## src/hw/rtl/pipp_pkg.sv

```systemverilog
// Shared types, ray bit positions and the crossing decision for the polygon parity unit.
package pipp_pkg;

    // Ray bit positions inside the parity vector
    localparam int RAY_COUNT = 4;
    localparam int RAY_RIGHT = 0;
    localparam int RAY_LEFT  = 1;
    localparam int RAY_UP    = 2;
    localparam int RAY_DOWN  = 3;

    // Per-edge qualifiers produced next to the products
    typedef struct packed {
        logic h_en;    // edge counts for the horizontal rays
        logic v_en;    // edge counts for the vertical rays
        logic dy_neg;  // edge runs downwards
        logic dx_neg;  // edge runs leftwards
    } t_edge_flags;

    typedef logic [RAY_COUNT-1:0] t_rays;

    // Which rays an edge crosses, given A<=B (le) and A>=B (ge), where
    // A = (px-x1)*dy and B = dx*(py-y1). The vertical test compares B with A,
    // so its sense is the mirror of the horizontal one.
    function automatic t_rays ray_toggles(t_edge_flags f, logic le, logic ge);
        t_rays t;
        t = '0;
        t[RAY_RIGHT] = f.h_en & (f.dy_neg ? ge : le);
        t[RAY_LEFT]  = f.h_en & (f.dy_neg ? le : ge);
        t[RAY_UP]    = f.v_en & (f.dx_neg ? le : ge);
        t[RAY_DOWN]  = f.v_en & (f.dx_neg ? ge : le);
        return t;
    endfunction

endpackage

```

## src/hw/rtl/point_in_polygon_parity_unit.sv

```systemverilog
// Top level of the point-in-polygon parity unit: four-ray crossing parity over a vertex stream.
//
//  Channel | Valid        | Ready        | Payload
//  --------+--------------+--------------+-------------------------------------------------
//  vertex  | i_in_valid   | o_in_ready   | i_point_x/y, i_vertex_x/y, i_first/last_vertex
//  result  | o_out_valid  | i_out_ready  | o_inside_res, o_right/left/up/down_odd
//
// One vertex item per cycle while o_in_ready is high. Three register stages: input register,
// product register (the edge products) and result register; a last vertex shows its result once it
// has passed through all three in order. Items that are not last leave no result and never wait for the output.
// Reset (i_rst_n low, synchronous) empties all stages, zeroes start, prior and parity.
// A stalled result blocks the product register only when it holds a last item; the input register can still fill.
module point_in_polygon_parity_unit #(
    parameter int COORD_WIDTH = 16
) (
    input  logic                          i_clk,
    input  logic                          i_rst_n,
    input  logic                          i_in_valid,
    output logic                          o_in_ready,
    input  logic signed [COORD_WIDTH-1:0] i_point_x,
    input  logic signed [COORD_WIDTH-1:0] i_point_y,
    input  logic signed [COORD_WIDTH-1:0] i_vertex_x,
    input  logic signed [COORD_WIDTH-1:0] i_vertex_y,
    input  logic                          i_first_vertex,
    input  logic                          i_last_vertex,
    output logic                          o_out_valid,
    input  logic                          i_out_ready,
    output logic                          o_inside_res,
    output logic                          o_right_odd,
    output logic                          o_left_odd,
    output logic                          o_up_odd,
    output logic                          o_down_odd
);

    localparam int PW = 2 * COORD_WIDTH + 2;

    // Input register
    logic                          r_s1_valid, r_s1_first, r_s1_last;
    logic signed [COORD_WIDTH-1:0] r_s1_px, r_s1_py, r_s1_vx, r_s1_vy;

    // Polygon state
    logic signed [COORD_WIDTH-1:0] r_start_x, r_start_y, r_prior_x, r_prior_y;
    logic signed [COORD_WIDTH-1:0] n_start_x, n_start_y;
    pipp_pkg::t_rays               r_parity, n_parity;

    // Product register
    logic                   r_s2_valid, r_s2_first, r_s2_last;
    pipp_pkg::t_edge_flags  r_s2_flags1, r_s2_flags2, flags1, flags2;
    logic signed [PW-1:0]   r_s2_a1, r_s2_b1, r_s2_a2, r_s2_b2;
    logic signed [PW-1:0]   prod_a1, prod_b1, prod_a2, prod_b2;

    // Result register
    logic                   r_out_valid;
    pipp_pkg::t_rays        r_out_rays;

    logic s1_go, s2_go, s2_free;
    pipp_pkg::t_rays toggles1, toggles2;

    // Stage flow: a non-last item never needs the result register
    assign s2_go      = r_s2_valid && (!r_s2_last || !r_out_valid || i_out_ready);
    assign s2_free    = !r_s2_valid || s2_go;
    assign s1_go      = r_s1_valid && s2_free;
    assign o_in_ready = !r_s1_valid || s1_go;

    // Input register
    always_ff @(posedge i_clk) begin
        if (!i_rst_n) begin
            r_s1_valid <= 1'b0;
        end else if (o_in_ready) begin
            r_s1_valid <= i_in_valid;
        end
        if (o_in_ready && i_in_valid) begin
            r_s1_px    <= i_point_x;
            r_s1_py    <= i_point_y;
            r_s1_vx    <= i_vertex_x;
            r_s1_vy    <= i_vertex_y;
            r_s1_first <= i_first_vertex;
            r_s1_last  <= i_last_vertex;
        end
    end

    // A first vertex becomes the start point before the closing edge is formed
    assign n_start_x = r_s1_first ? r_s1_vx : r_start_x;
    assign n_start_y = r_s1_first ? r_s1_vy : r_start_y;

    // Edge from the prior vertex
    pipp_edge_terms #(.COORD_WIDTH(COORD_WIDTH)) u_edge_prior (
        .i_edge_en (!r_s1_first),
        .i_x1      (r_prior_x),
        .i_y1      (r_prior_y),
        .i_x2      (r_s1_vx),
        .i_y2      (r_s1_vy),
        .i_px      (r_s1_px),
        .i_py      (r_s1_py),
        .o_flags   (flags1),
        .o_prod_a  (prod_a1),
        .o_prod_b  (prod_b1)
    );

    // Closing edge back to the start vertex
    pipp_edge_terms #(.COORD_WIDTH(COORD_WIDTH)) u_edge_close (
        .i_edge_en (r_s1_last),
        .i_x1      (r_s1_vx),
        .i_y1      (r_s1_vy),
        .i_x2      (n_start_x),
        .i_y2      (n_start_y),
        .i_px      (r_s1_px),
        .i_py      (r_s1_py),
        .o_flags   (flags2),
        .o_prod_a  (prod_a2),
        .o_prod_b  (prod_b2)
    );

    // Start/prior vertex update and product register
    always_ff @(posedge i_clk) begin
        if (!i_rst_n) begin
            r_s2_valid <= 1'b0;
            r_start_x  <= '0;
            r_start_y  <= '0;
            r_prior_x  <= '0;
            r_prior_y  <= '0;
        end else begin
            if (s2_free) begin
                r_s2_valid <= r_s1_valid;
            end
            if (s1_go) begin
                r_start_x <= n_start_x;
                r_start_y <= n_start_y;
                r_prior_x <= r_s1_vx;
                r_prior_y <= r_s1_vy;
            end
        end
        if (s1_go) begin
            r_s2_first  <= r_s1_first;
            r_s2_last   <= r_s1_last;
            r_s2_flags1 <= flags1;
            r_s2_flags2 <= flags2;
            r_s2_a1     <= prod_a1;
            r_s2_b1     <= prod_b1;
            r_s2_a2     <= prod_a2;
            r_s2_b2     <= prod_b2;
        end
    end

    // Compare the products and fold the crossings into the parity
    assign toggles1 = pipp_pkg::ray_toggles(r_s2_flags1, r_s2_a1 <= r_s2_b1, r_s2_a1 >= r_s2_b1);
    assign toggles2 = pipp_pkg::ray_toggles(r_s2_flags2, r_s2_a2 <= r_s2_b2, r_s2_a2 >= r_s2_b2);
    assign n_parity = (r_s2_first ? '0 : r_parity) ^ toggles1 ^ toggles2;

    // Parity state and result register
    always_ff @(posedge i_clk) begin
        if (!i_rst_n) begin
            r_parity    <= '0;
            r_out_valid <= 1'b0;
        end else begin
            if (s2_go) begin
                r_parity <= r_s2_last ? '0 : n_parity;
            end
            if (s2_go && r_s2_last) begin
                r_out_valid <= 1'b1;
            end else if (i_out_ready) begin
                r_out_valid <= 1'b0;
            end
        end
        if (s2_go && r_s2_last) begin
            r_out_rays <= n_parity;
        end
    end

    assign o_out_valid  = r_out_valid;
    assign o_inside_res = |r_out_rays;
    assign o_right_odd  = r_out_rays[pipp_pkg::RAY_RIGHT];
    assign o_left_odd   = r_out_rays[pipp_pkg::RAY_LEFT];
    assign o_up_odd     = r_out_rays[pipp_pkg::RAY_UP];
    assign o_down_odd   = r_out_rays[pipp_pkg::RAY_DOWN];

    // Parity starts afresh after every result
    a_parity_cleared: assert property (@(posedge i_clk) disable iff (!i_rst_n)
        (s2_go && r_s2_last) |=> (r_parity == '0))
        else $error("parity not cleared after result");

    // A first vertex is captured as the start point
    a_start_taken: assert property (@(posedge i_clk) disable iff (!i_rst_n)
        (s1_go && r_s1_first) |=> (r_start_x == $past(r_s1_vx) && r_start_y == $past(r_s1_vy)))
        else $error("start vertex not captured");

    // A last item behind a stalled result stays put
    a_last_held: assert property (@(posedge i_clk) disable iff (!i_rst_n)
        (r_s2_valid && r_s2_last && r_out_valid && !i_out_ready) |=> r_s2_valid)
        else $error("last item lost behind stalled result");

    // An empty input register always takes an item
    a_ready_when_empty: assert property (@(posedge i_clk) disable iff (!i_rst_n)
        !r_s1_valid |-> o_in_ready)
        else $error("input stalled while input register empty");

endmodule

```

## src/hw/rtl/pipp_edge_terms.sv

```systemverilog
// Edge set-up: differences, range qualifiers and the two exact cross products of one edge.
module pipp_edge_terms #(
    parameter int COORD_WIDTH = 16
) (
    input  logic                              i_edge_en,
    input  logic signed [COORD_WIDTH-1:0]     i_x1,
    input  logic signed [COORD_WIDTH-1:0]     i_y1,
    input  logic signed [COORD_WIDTH-1:0]     i_x2,
    input  logic signed [COORD_WIDTH-1:0]     i_y2,
    input  logic signed [COORD_WIDTH-1:0]     i_px,
    input  logic signed [COORD_WIDTH-1:0]     i_py,
    output pipp_pkg::t_edge_flags             o_flags,
    output logic signed [2*COORD_WIDTH+1:0]   o_prod_a,
    output logic signed [2*COORD_WIDTH+1:0]   o_prod_b
);

    localparam int DW = COORD_WIDTH + 1;
    localparam int PW = 2 * DW;

    logic signed [DW-1:0] dx, dy, ax, ay;
    logic                 y_in_span, x_in_span;

    // Differences one bit wider than the coordinates, so they never wrap
    assign dx = DW'(i_x2) - DW'(i_x1);
    assign dy = DW'(i_y2) - DW'(i_y1);
    assign ax = DW'(i_px) - DW'(i_x1);
    assign ay = DW'(i_py) - DW'(i_y1);

    // Inclusive span checks on both ends
    assign y_in_span = ((i_y1 <= i_py) && (i_py <= i_y2)) || ((i_y2 <= i_py) && (i_py <= i_y1));
    assign x_in_span = ((i_x1 <= i_px) && (i_px <= i_x2)) || ((i_x2 <= i_px) && (i_px <= i_x1));

    always_comb begin
        o_flags        = '0;
        o_flags.h_en   = i_edge_en && (dy != '0) && y_in_span;
        o_flags.v_en   = i_edge_en && (dx != '0) && x_in_span;
        o_flags.dy_neg = dy[DW-1];
        o_flags.dx_neg = dx[DW-1];
    end

    // A = (px-x1)*dy, B = dx*(py-y1); the vertical test reuses both
    assign o_prod_a = PW'(ax) * PW'(dy);
    assign o_prod_b = PW'(dx) * PW'(ay);

endmodule
```

## config.mk

```make
export PLATFORM = sky130hd
export DESIGN_NAME = point_in_polygon_parity_unit
export DESIGN_NICKNAME = d
export VERILOG_FILES = /design/src/hw/rtl/pipp_pkg.sv /design/src/hw/rtl/point_in_polygon_parity_unit.sv /design/src/hw/rtl/pipp_edge_terms.sv
export SDC_FILE = /design/constraint.sdc
export NUM_CORES = 2
export LEC_CHECK = 0
export BUFFER_PORTS_ARGS = -buffer_cell sky130_fd_sc_hd__buf_2
export CORE_MARGIN = 2
export CORE_UTILIZATION = 55
export CTS_CLUSTER_DIAMETER = 80
export DETAILED_ROUTE_END_ITERATION = 6
export PLACE_DENSITY = 0.8
export SETUP_SLACK_MARGIN = 0.5
export SLEW_MARGIN = 20
export SYNTH_ARGS = -nofsm -noshare
export SYNTH_HDL_FRONTEND = slang
export SYNTH_SLANG_ARGS = --single-unit
```

## constraint.sdc

```tcl
create_clock -name i_clk -period 17.65 [get_ports i_clk]
set_input_delay 1.765 -clock i_clk [delete_from_list [all_inputs] [get_ports i_clk]]
set_output_delay 1.765 -clock i_clk [all_outputs]
set_load 0.01 [all_outputs]
```

# Word level (Yosys, flattened, before mapping)
# Cells that the tools add are included.
# totals
reg_bits,287
output_inout_bits,7
wordCells,120
input_bits,70
# op_classes
muxes,14
bitwise_logic,10
reduce_logical,39
n_mul,4
add_sub_neg,8
magnitude_cmp,16
# op_table
operator,n
$le A16 B16 Y1,12
$mul A17 B17 Y34,4
$sub A16 B16 Y17,8
$ge A34 B34 Y1,2
$le A34 B34 Y1,2
$reduce_bool A17 Y1,4
$mux W16,2
$logic_and A1 B1 Y1,20
$mux W1,10
$and A1 B1 Y1,8
$logic_or A1 B1 Y1,8
$mux W4,2
$xor A4 B4 Y4,2
$logic_not A1 Y1,5
$reduce_or A4 Y1,1
$reduce_bool A2 Y1,1

# Depth between registers and ports, before layout
# depth
depth_word,8
depth_mapped,39
ltp_nobuf,36

# By module
# From an unflattened synthesis, not the netlist that was laid out.
# hier_totals
cells_unflattened,6883
hier_area_um2,63029.2
# by_module_without_submodules
module,instances,seq_area_each_um2,cells_per_inst,area_per_inst_um2
pipp_edge_terms at u_edge_close,1,0.0,3037,25729.7
pipp_edge_terms at u_edge_prior,1,0.0,2954,25436.9
point_in_polygon_parity_unit,1,7907.6,892,11862.6

# Least setup slack after synthesis
# No wires, ideal clock.
# synth_timing
path_type,register to register
from,register r_s1_first
to,register r_s2_a2[33] (data pin)
arrival_time_ns,9.226
required_ns,17.391
path_buffers,3
path_stages_with_launch,36
setup_ns,0.259
synth_period_minus_slack_ns,9.485
setup_slack_ns,8.165
cell_sequence,edfxtp_1 clkbuf_1 clkbuf_1 mux2i_1 ha_1 inv_1 fa_1 a21o_1 a21oi_1 o21a_1 nor4_1 nor4_1 o21bai_1 a21o_1 xnor2_1 buf_2 nor2_1 fa_1 fa_1 fa_1 fa_1 fa_1 inv_1 fa_1 inv_1 ha_1 a21o_1 a21o_1 a21oi_1 o22ai_1 a21oi_1 a211oi_1 a2111oi_0 o21ai_0 a21oi_1 xnor2_1
# synth_via
elab_chain_len,3
# synth_rtl
item,line_no,text
from (decl),point_in_polygon_parity_unit.sv:38,"logic r_s1_valid, r_s1_first, r_s1_last;"
from (signal assigned),point_in_polygon_parity_unit.sv:77,r_s1_first <= i_first_vertex;
$mux W16,point_in_polygon_parity_unit.sv:84,assign n_start_y = r_s1_first ? r_s1_vy : r_start_y;
$sub A16 B16 Y17,pipp_edge_terms.sv:25,assign dy = DW'(i_y2) - DW'(i_y1);
$mul A17 B17 Y34,pipp_edge_terms.sv:42,assign o_prod_a = PW'(ax) * PW'(dy);
net prod_a2[33],point_in_polygon_parity_unit.sv:50,"logic signed [PW-1:0] prod_a1, prod_b1, prod_a2, prod_b2;"
to (signal assigned),point_in_polygon_parity_unit.sv:140,r_s2_a2 <= prod_a2;
to (decl),point_in_polygon_parity_unit.sv:49,"logic signed [PW-1:0] r_s2_a1, r_s2_b1, r_s2_a2, r_s2_b2;"
# The timed path passes the listed nets, and every way through them passes these cells.
# A chain may end at the register's enable or synchronous reset.

==> out/results.ini <==
[outcome]
status = complete, no violations

[drt]
ant_nets = 0
first_iter_violations = 3994
post_drt_wl_per_cell_um = 20.8
viasPerCell = 5.70
drc = 0
drt-pass1-iter-count = 6
vias = 46500
drt-total-wl_um = 169000

[yosys]
avgSynthCellArea_um2 = 9.26
async_flop_share_pct = 0
ys_seq_area_share_pct = 13.0
ys_warn_count = 0
syn_area_mm2 = 0.0609
synth_area_leaders = fa_1, ha_1, edfxtp_1, inv_1, nand2_1
ys_ff_latch = 287
synth-main-ff-cell = edfxtp_1
synth_top_area_cell = fa_1
yosysTopAreaCellShare_pct = 39.2
yosysMostFrequentCell = inv_1
synth_edf_count = 216
synthesis.nets = 8409
synth_cell_types = 84
postSynthCellCount = 6575
synth_commonest_cells = inv_1, fa_1, nand2_1

[die]
dieWidth_um = 337
fp.coreArea_mm2 = 0.110
die_h_um = 337
rows = 122
io_pins = 77
fp.dieArea_mm2 = 0.113
start_util_pct = 55.3

[setup_path]
crit_fanout = 35
crit_top_cell = fa_1
critPathKind = reg -> reg
worstPathRequired_ns = 17.98
crit_arrival_ns = 11.15
endpoint_kind = flip-flop
max_stage_delay_ns = 0.78
cp_slowest_cell = a2111oi_0
setup.worst_path.start_class = flip-flop

[global_routing]
grt_usage_pct = 30.9
antenna_found_initial = 11
grt_max_degree = 165
grt_pass1_wl_um = 268000
grt_pass1_vias = 49300
grt_overflow = 0

[sta]
slew_violations = 0
setup_violations = 0
skew_ns = 0.0233
slew_headroom_pct = 20.3
worstMarginPinSlew_ns = 1.19
hold_viol = 0
fmax_ghz = 0.0924
finalCriticalPeriod_ns = 10.83
finalCritPeriodShare_pct = 61.3
rsz0062_at_grt = false
setup_tns_ns = 0

[clock_tree]
cts_max_path_buffers = 3
cts_setup_buffers = 0
postCtsHoldBufs = 0
cts-resized-gates = 0
cts_tree = done
htreeDepth = 2
clock_latency_ns = 0.60
clk_pin_slew_worst_paths_ns = 0.07
cts-root-buf = clkbuf_16
clkSinkCount = 287
cts_buffers = 37

[flow_run]
cap_viol_max_count = 0

[finish]
area_delta_synth_final_pct = 6.35
n_fill_cell = 9304
drive_above_1_share_pct = 4.87
final_nets = 8467

[placement]
portBuffers = 76
place_congestion = 0.986
dpl.hpwl_um = 139000

[hold_path]
hold_path_class = reg -> reg

==> worst paths after layout <==
path,depth (start not counted),slack (ns),from,endpoint
setup / recovery,35,6.82,r_s1_first,r_s2_a2[33]
hold / removal,2,0.47,r_prior_x[7],r_prior_x[7]
setup reg to reg,35,6.82,r_s1_first,r_s2_a2[33]
hold reg to reg,2,0.47,r_prior_x[7],r_prior_x[7]
==> cell families (layout without fill, tap and decap cells) <==
kind of cell             after synthesis  count (layout)  share of synthesized area (%)
other                                  0               4                              0
multiplexers                          38              38                          0.627
flip-flops                           287             287                           13.0
AO/OA/AOI/OAI                        699             699                           7.69
buffers and inverters               1672            1755                           10.3
XOR/XNOR                             305             305                           4.41
adder cells (fa/ha/maj)             1764            1764                           50.9
AND/OR/NAND/NOR                     1810            1810                           13.0
==> flip-flops by register name, indices dropped and copies added, names as in the netlist, 16 cells and up <==
register	cells
r_prior_y	16
r_s1_px	16
r_s1_vy	16
r_prior_x	16
r_s2_b2	34
r_start_x	16
r_s1_vx	16
r_s2_a1	34
r_s1_py	16
r_s2_a2	34
r_s2_b1	34
r_start_y	16
==> cell usage in the layout (no fill, tap or decap), drive strengths merged, types with 32 or more instances in the layout <==
cell type / Yosys / final
inv: 1505 / 1509
edfxtp: 216 / 216
ha: 572 / 572
o21ai: 126 / 126
o211a: 34 / 34
xor2: 80 / 80
dfxtp: 71 / 71
nand3: 32 / 32
buf: 10 / 184
nand4: 40 / 40
o21a: 37 / 37
nor2: 549 / 549
a21oi: 189 / 189
xnor2: 225 / 225
nand2b: 75 / 75
mux2i: 37 / 37
nand2: 790 / 790
clkbuf: 155 / 41
nor3: 49 / 49
and2: 82 / 82
a21boi: 40 / 40
nor2b: 101 / 101
fa: 1192 / 1192
a21o: 93 / 93
==> worst max-delay path: cells and delay by family (launching register included) <==
family	cells	cell delay [ns]
buf+inv	5	1.23
fa+ha+maj	9	3.80
simple gates	4	0.92
compound gates	15	3.79
xor+xnor	1	0.10
mux	1	0.36
flops	1	0.32
==> metal layers <==
layer / vias to the layer above / GRT usage, % / part of all wire (%)
li1: 20300 / - / -
met1: 23300 / 41.3 / 39
met2: 2317 / 47.9 / 45
met3: 562 / 7.01 / 11
met4: 8 / 15.1 / 5.5
met5: - / 0 / 0.030
==> layout make-up <==
class	instances	area, um2	share of cell area (%)
multi-input cells	4616	47000	72.5
flip-flops and latches	287	7910	12.2
inverters	1507	5660	8.74
well taps	1488	1860	2.87
repair buffers	184	1190	1.84
clock buffers	41	962	1.49
clock inverters	23	214	0.330
diodes	4	10.0	0.0155
==> through the flow <==
stage | hold WS (ns) | instance area, um2 | cells | worst slack (ns) | utilization [%]
final | 0.468 | 64800 | 8150 | 6.82 | 58.8
after global routing | 0.490 | 64800 | 8150 | 6.11 | 58.8
after CTS | 0.467 | 64700 | 8146 | 6.95 | 58.7
after detailed placement | 0.458 | 63500 | 8082 | 6.96 | 57.6
after global placement | 0.451 | 63500 | 8082 | 7.02 | 57.6
after floorplan | 0.424 | 60900 | 6575 | 8.16 | -
Power is left out: the tool's default activity adds up to more than one toggle a clock period on the data nets, which glitch-free logic cannot reach.
